==> src/rtl/spsg_pkg.sv <==
package spsg_pkg;

  // Register map of the configuration port.
  typedef enum logic [2:0] {
    REG_PERIOD   = 3'd0,
    REG_MIN      = 3'd1,
    REG_MAX      = 3'd2,
    REG_CENTER   = 3'd3,
    REG_SWEEP    = 3'd4,
    REG_INTERVAL = 3'd5,
    REG_NUDGE    = 3'd6
  } reg_index_t;

  localparam int unsigned CFG_DATA_W = 16;
  localparam int unsigned CFG_INDEX_W = 3;

  // Host command bytes.
  localparam logic [7:0] CMD_UP   = 8'h57;
  localparam logic [7:0] CMD_DOWN = 8'h53;

  // Register reset values.
  localparam logic [15:0] RST_PERIOD   = 16'd50000;
  localparam logic [15:0] RST_MIN      = 16'd1000;
  localparam logic [15:0] RST_MAX      = 16'd5000;
  localparam logic [15:0] RST_CENTER   = 16'd3000;
  localparam logic [7:0]  RST_SWEEP    = 8'd1;
  localparam logic [15:0] RST_INTERVAL = 16'd200;
  localparam logic [11:0] RST_NUDGE    = 12'd100;
  localparam logic [15:0] RST_LOW_LEN  = RST_PERIOD - RST_CENTER;

  typedef struct packed {
    logic [15:0] period_ticks;
    logic [15:0] min_pulse;
    logic [15:0] max_pulse;
    logic [15:0] center_pulse;
    logic [7:0]  sweep_step;
    logic [15:0] sweep_interval;
    logic [11:0] nudge_step;
  } cfg_t;

endpackage

==> src/rtl/spsg_cfg.sv <==
module spsg_cfg
  import spsg_pkg::*;
(
  input  logic                   clk,
  input  logic                   rst,
  input  logic                   we,
  input  logic [CFG_INDEX_W-1:0] index,
  input  logic [CFG_DATA_W-1:0]  data,
  output cfg_t                   cfg
);

  always_ff @(posedge clk) begin
    if (rst) begin
      cfg.period_ticks   <= RST_PERIOD;
      cfg.min_pulse      <= RST_MIN;
      cfg.max_pulse      <= RST_MAX;
      cfg.center_pulse   <= RST_CENTER;
      cfg.sweep_step     <= RST_SWEEP;
      cfg.sweep_interval <= RST_INTERVAL;
      cfg.nudge_step     <= RST_NUDGE;
    end else if (we) begin
      unique case (index)
        REG_PERIOD:   cfg.period_ticks   <= data;
        REG_MIN:      cfg.min_pulse      <= data;
        REG_MAX:      cfg.max_pulse      <= data;
        REG_CENTER:   cfg.center_pulse   <= data;
        REG_SWEEP:    cfg.sweep_step     <= data[7:0];
        REG_INTERVAL: cfg.sweep_interval <= data;
        REG_NUDGE:    cfg.nudge_step     <= data[11:0];
        default: ;
      endcase
    end
  end

endmodule

==> src/rtl/servo_pwm_sweep_generator.sv <==
// Servo PWM generator with automatic sweep and host nudge commands.
// Results are registered: each reaches the master side in the cycle after its input
// transfer. Throughput: one item per cycle while the master side is not stalled;
// the state update and the output register are written on every accepted transfer.
// Reset (synchronous, active high) loads the register defaults and starts in a
// high phase of center_pulse ticks, sweeping toward max_pulse.
module servo_pwm_sweep_generator
  import spsg_pkg::*;
#(
  parameter int unsigned TIME_WIDTH = 16
) (
  input  logic                   clk,
  input  logic                   rst,
  input  logic                   cfg_we,
  input  logic [CFG_INDEX_W-1:0] cfg_index,
  input  logic [CFG_DATA_W-1:0]  cfg_data,
  input  logic                   s_tvalid,
  output logic                   s_tready,
  input  logic [7:0]             s_tdata,   // command_byte
  input  logic                   s_tuser,   // action
  output logic                   m_tvalid,
  input  logic                   m_tready,
  output logic [39:0]            m_tdata    // pin_level, pulse_width, low_time, zero fill
);

  localparam logic [TIME_WIDTH-1:0] TIME_ONE = {{(TIME_WIDTH-1){1'b0}}, 1'b1};

  cfg_t cfg;

  spsg_cfg u_cfg (
    .clk   (clk),
    .rst   (rst),
    .we    (cfg_we),
    .index (cfg_index),
    .data  (cfg_data),
    .cfg   (cfg)
  );

  // Counter reloads keep only the low TIME_WIDTH bits.
  function automatic logic [TIME_WIDTH-1:0] time_load(input logic [15:0] v);
    logic [31:0] wide;
    wide = {16'd0, v};
    return wide[TIME_WIDTH-1:0];
  endfunction

  logic [15:0]           width_now, width_now_next;
  logic                  level_high, level_high_next;
  logic [TIME_WIDTH-1:0] phase_left, phase_left_next;
  logic [15:0]           last_low_len, last_low_len_next;
  logic                  going_up, going_up_next;
  logic [TIME_WIDTH-1:0] sweep_left, sweep_left_next;

  logic        accept;
  logic [15:0] low_len;
  logic [16:0] sweep_sum;
  logic [16:0] nudge_sum;
  logic [15:0] swept;
  logic [15:0] nudged;

  assign s_tready = !m_tvalid || m_tready;
  assign accept   = s_tvalid && s_tready;

  always_comb begin
    low_len   = (width_now >= cfg.period_ticks) ? 16'd1 : cfg.period_ticks - width_now;
    sweep_sum = {1'b0, width_now} + {9'd0, cfg.sweep_step};
    nudge_sum = {1'b0, width_now} + {5'd0, cfg.nudge_step};

    width_now_next    = width_now;
    level_high_next   = level_high;
    phase_left_next   = phase_left;
    last_low_len_next = last_low_len;
    going_up_next     = going_up;
    sweep_left_next   = sweep_left;
    swept             = width_now;
    nudged            = width_now;

    if (!s_tuser) begin
      // Phase counter first; it sees the width from before the sweep step.
      if (phase_left > TIME_ONE) begin
        phase_left_next = phase_left - TIME_ONE;
      end else if (level_high) begin
        last_low_len_next = low_len;
        level_high_next   = 1'b0;
        phase_left_next   = time_load(low_len);
      end else begin
        level_high_next = 1'b1;
        phase_left_next = time_load(width_now);
      end

      if (sweep_left > TIME_ONE) begin
        sweep_left_next = sweep_left - TIME_ONE;
      end else begin
        sweep_left_next = time_load(cfg.sweep_interval);
        if (going_up) begin
          swept = sweep_sum[16] ? 16'hFFFF : sweep_sum[15:0];
        end else begin
          swept = (width_now > {8'd0, cfg.sweep_step}) ?
                  width_now - {8'd0, cfg.sweep_step} : 16'd0;
        end
        width_now_next = swept;
        if (swept >= cfg.max_pulse) begin
          going_up_next = 1'b0;
        end else if (swept <= cfg.min_pulse) begin
          going_up_next = 1'b1;
        end
      end
    end else begin
      case (s_tdata)
        CMD_UP:   nudged = nudge_sum[16] ? 16'hFFFF : nudge_sum[15:0];
        CMD_DOWN: nudged = (width_now > {4'd0, cfg.nudge_step}) ?
                           width_now - {4'd0, cfg.nudge_step} : 16'd0;
        default:  nudged = width_now;
      endcase
      // The max test wins when the limits are crossed.
      if (nudged >= cfg.max_pulse) begin
        width_now_next = cfg.max_pulse;
      end else if (nudged <= cfg.min_pulse) begin
        width_now_next = cfg.min_pulse;
      end else begin
        width_now_next = nudged;
      end
    end
  end

  always_ff @(posedge clk) begin
    if (rst) begin
      width_now    <= RST_CENTER;
      level_high   <= 1'b1;
      phase_left   <= time_load(RST_CENTER);
      last_low_len <= RST_LOW_LEN;
      going_up     <= 1'b1;
      sweep_left   <= time_load(RST_INTERVAL);
    end else if (accept) begin
      width_now    <= width_now_next;
      level_high   <= level_high_next;
      phase_left   <= phase_left_next;
      last_low_len <= last_low_len_next;
      going_up     <= going_up_next;
      sweep_left   <= sweep_left_next;
    end
  end

  always_ff @(posedge clk) begin
    if (rst) begin
      m_tvalid <= 1'b0;
    end else if (s_tready) begin
      m_tvalid <= s_tvalid;
    end
  end

  always_ff @(posedge clk) begin
    if (accept) begin
      m_tdata <= {7'd0, last_low_len_next, width_now_next, level_high_next};
    end
  end

  // The low-phase length is saturated, so it never reads as zero.
  a_low_len_nonzero: assert property (@(posedge clk) disable iff (rst)
    last_low_len != 16'd0)
    else $error("low phase length is zero");

  // Every input transfer leaves a result waiting on the master side.
  a_result_follows: assert property (@(posedge clk) disable iff (rst)
    accept |=> m_tvalid)
    else $error("input transfer produced no result");

  // A command byte leaves the width inside sane clamp limits.
  a_clamp: assert property (@(posedge clk) disable iff (rst)
    (accept && s_tuser && !cfg_we && cfg.min_pulse <= cfg.max_pulse) |=>
      (width_now >= cfg.min_pulse && width_now <= cfg.max_pulse))
    else $error("command left width outside clamp limits");

endmodule

==> config.mk <==
export PLATFORM = sky130hd
export DESIGN_NAME = servo_pwm_sweep_generator
export DESIGN_NICKNAME = d
export VERILOG_FILES = /design/src/rtl/spsg_pkg.sv /design/src/rtl/spsg_cfg.sv /design/src/rtl/servo_pwm_sweep_generator.sv
export SDC_FILE = /design/constraint.sdc
export NUM_CORES = 1
export LEC_CHECK = 0
export BUFFER_PORTS_ARGS = -buffer_cell sky130_fd_sc_hd__buf_4
export CAP_MARGIN = 0
export CORE_MARGIN = 10
export CORE_UTILIZATION = 40
export DETAILED_ROUTE_END_ITERATION = 12
export PLACE_DENSITY_LB_ADDON = 0.2
export SLEW_MARGIN = 20
export SYNTH_ARGS = -nofsm -noshare
export SYNTH_HDL_FRONTEND = slang
export SYNTH_SLANG_ARGS = --single-unit
==> constraint.sdc <==
create_clock -name clk -period 5.4 [get_ports clk]
set_input_delay 0.27 -clock clk [delete_from_list [all_inputs] [get_ports clk]]
set_output_delay 0.27 -clock clk [all_outputs]
set_load 0.1 [all_outputs]
==> flow_summary_export.csv <==
group,metric,value,unit
hold_path,min_from,"s_tvalid",
synth,synth_top_area_cell,"dfxtp_1",
routing,ant_nets,0,
timing,final-hold-violation-count,0,
worst_setup_path,r2r_cells,18,
placement,place.port_buffers,67,
die,dieWidth,206,microns
placement,hpwlAfterDp,41.9,mm
hold_path,hold_depth,3,
worst_setup_path,cp_slowest_cell,"or4_1",
power_and_ir_drop,clkPwrFrac,30.6,%
global_routing,grt_pass1_vias,12900,
worst_setup_path,crit_chain,"inv_1 > ha_2 > nand3_1 > or4_1 > o32a_1 > o211a_1 > and4_4 > a311o_1 > or2_1 > ha_1 > nand4_1 > nor3_1 > o31a_1 > o21a_1 > nand3_1 > o311ai_1 > buf_4 > nor2_1",
power_and_ir_drop,p_comb_share,33.7,%
timing,slew_violations,0,
finish,final_cells,2334,
job,drv_cap,0,
finish,regArea,4010,sq um
synth,synthArstFlopShare,0,%
timing,finalCriticalPeriod,5120,ps
synth,yosysTopAreaCellShare,21.9,%
worst_setup_path,r2r_slack,280,ps
placement,place_congestion,1.00,
power_and_ir_drop,power_switching,1.64,mW
finish,antenna_cells,0,
cts,worstSkewPairLatency,460,ps
die,ios,75,
cts,cts_buffer_depth,2,
finish,fin_nets,2028,
timing,layout_setup_ws,281,ps
cts,cts_num_sinks,184,
global_routing,grt_usage,25.2,%
cts,cts_tree,"done",
power_and_ir_drop,pwr_density_cell,271,nW/um^2
power_and_ir_drop,power_frac_seq,35.7,%
synth,yosysUniqueCellTypes,92,
die,dieHeight,206,microns
finish,multi_input_area,9000,sq um
worst_setup_path,rr_startpoint,"u_cfg.cfg[11]$_SDFFE_PP0P_",
synth,yosysWarningCount,0,
routing,dr.pass1.iters,5,
timing,tightestPinTransition,1100,ps
hold_path,hp-class,"in -> reg",
worst_setup_path,cp-startpoint,"u_cfg.cfg[11]$_SDFFE_PP0P_",
worst_setup_path,cpPeakStageDelay,600,ps
routing,drc_errors,0,
placement,pre_cts_ws,138,ps
worst_setup_path,r2r-end,"m_tdata[6]$_DFFE_PP_",
cts,htreeDepth,4,
routing,wl_per_cell,23.1,microns
power_and_ir_drop,design_power_total,4.24,mW
cts,clk_pin_slew_worst_paths,80,ps
global_routing,grt_pass1_wl,81.0,mm
outcome,status,"finished clean",
power_and_ir_drop,intPower,2.60,mW
die,die_area,42400,sq um
timing,max-slew-margin-rel,26.9,%
synth,synth-edff-count,33,
finish,fill_cells,3495,
timing,rsz0062_at_grt,"false",
finish,area_growth,13.4,%
worst_setup_path,critPathCaptureType,"flop",
power_and_ir_drop,max-vdd-ir-drop,0.261,mV
worst_setup_path,crit_type,"reg -> reg",
synth,syn-cell-area,13800,sq um
die,rows,68,
synth,ys_ff_latch,184,
cts,cts_buffers,17,
synth,yosys.cell_count.top_type,"nand2_1",
die,core,34300,sq um
global_routing,antenna_found_initial,0,
worst_setup_path,cp_data_required_time,5620,ps
synth,synth_area_leaders,"dfxtp_1 (22%), ha_1 (11%), nand2_1 (8.0%), edfxtp_1 (7.2%), a21oi_1 (6.4%)",
routing,vias,14000,
timing,setup_tns,0,ps
global_routing,grt_overflow_total,0,
synth,synth_area_per_cell,7.67,sq um
worst_setup_path,path_max_fanout,11,
timing,setup_viol,0,
synth,yosys-top-cells-count,"nand2_1 (294), a21oi_1 (176), dfxtp_1 (151)",
worst_setup_path,crit_top_cell,"nand3_1",
routing,drt_iter0_drc,1563,
routing,routed_wl,54.0,mm
worst_setup_path,critPathArrivalTime,5340,ps
timing,fmax,195,MHz
synth,synthFlopType,"dfxtp_1",
finish,drive_gt1_share,11.8,%
placement,dpl.cell_count,2296,
synth,syn_inst,1803,
power_and_ir_drop,leakage,6.16,nW
synth,seq_area_frac_synth,29.0,%
worst_setup_path,start_kind,"flop",
global_routing,grt_max_degree,78,
power_and_ir_drop,power.share.switching,38.8,%
timing,skew,20.6,ps
die,start_util,40.3,%
routing,viasPerCell,6.00,
hold_path,whs_endpoint,"m_tvalid$_SDFFE_PP0N_",
cts,cts-root-buf,"clkbuf_16",
timing,post-route-period-util,94.8,%
==> timing repair <==
action | CTS | global route
hold buffers | 0 | 0
endpoints found under the setup margin | 0 | 25
gates resized for setup | 0 | 8
setup buffers | 0 | 6
==> logic make-up after synthesis <==
family | Yosys count | share of synthesized area [%]
XOR/XNOR | 58 | 3.67
multiplexers | 5 | 0.371
AND/OR/NAND/NOR | 654 | 22.1
flip-flops | 184 | 29.0
other | 1 | 0.0271
adder cells (fa/ha/maj) | 129 | 11.9
buffers and inverters | 217 | 6.33
AO/OA/AOI/OAI | 555 | 26.6
==> placed cells by master (no fill, tap or decap), types with 15 or more instances in the layout <==
cell type	synthesis	routed
dfxtp_1	151	151
o21ai_0	89	88
a31oi_1	28	28
nand3_1	67	67
nor2b_1	19	19
inv_1	107	106
a211oi_1	20	19
nand2_1	294	294
xnor2_1	38	38
o31ai_1	28	27
edfxtp_1	33	33
buf_4	7	144
nand4_1	16	16
nor3_1	52	52
ha_1	124	123
xor2_1	20	20
and3_1	15	15
nor2_1	104	102
a21o_1	22	22
o211ai_1	41	41
a21oi_1	176	175
o21a_1	25	25
clkbuf_16	0	18
==> worst max-delay path: cells and delay by family (launching register included) <==
kind / cells / cell delay, ps
and+or+nand+nor: 8 / 1920
AOI/OAI and AO/OA: 6 / 1560
adders and majority gates: 2 / 770
DFF: 1 / 400
buffers and inverters: 2 / 240
==> layout make-up <==
cell class,instances,share of cell area [%]
Multi-Input combinational cell,1408,57.4
Sequential cell,184,25.6
Timing Repair Buffer,144,6.89
Tap cell,455,3.63
Clock buffer,20,3.05
Inverter,111,2.66
Clock inverter,12,0.798
==> power groups by stage <==
stage | clock [mW] | sequential, mW | combinational, mW
floorplan | 0 | 1.66 | 0.803
CTS | 1.33 | 1.51 | 1.39
global placement | 0 | 1.55 | 1.39
finish | 1.30 | 1.51 | 1.43
global route | 1.38 | 1.52 | 1.53
detailed placement | 0 | 1.55 | 1.38
==> sequential cells by signal (all words and copies together), names as in the netlist <==
register / flops
u_cfg.cfg: 84
m_tdata: 33
last_low_len: 16
phase_left: 16
sweep_left: 16
width_now: 16
going_up: 1
level_high: 1
m_tvalid: 1
==> worst max-delay path by stage <==
stage                                 endpoint  cells past startpoint  slack (ps)
global placement          m_tdata[7]$_DFFE_PP_                     19         190
CTS                       m_tdata[7]$_DFFE_PP_                     17         150
finish                    m_tdata[6]$_DFFE_PP_                     18         280
floorplan                 m_tdata[8]$_DFFE_PP_                     21         720
detailed placement        m_tdata[6]$_DFFE_PP_                     18         140
global route        width_now[10]$_SDFFE_PP0P_                     17          10
==> per-layer routing <==
metal	global-route usage, %	part of all wire [%]	vias to the layer above
li1	-	-	6645
met1	35.8	46	6673
met2	38.0	43	610
met3	3.93	7.6	75
met4	8.37	3.0	0
met5	0	0	-
==> through the flow <==
| stage | hold slack, ps | util (%) | area, sq um |
|---|---|---|---|
| 3_5_place_dp | 445 | 43.8 | 15000 |
| 4_1_cts | 46.0 | 45.5 | 15600 |
| 2_1_floorplan | 394 | - | 13800 |
| 5_1_grt | 72.7 | 45.7 | 15700 |
| 6_report | 68.5 | 45.7 | 15700 |
| 3_3_place_gp | 437 | 43.8 | 15000 |
Note: power is estimated with default switching activity, not from simulation.
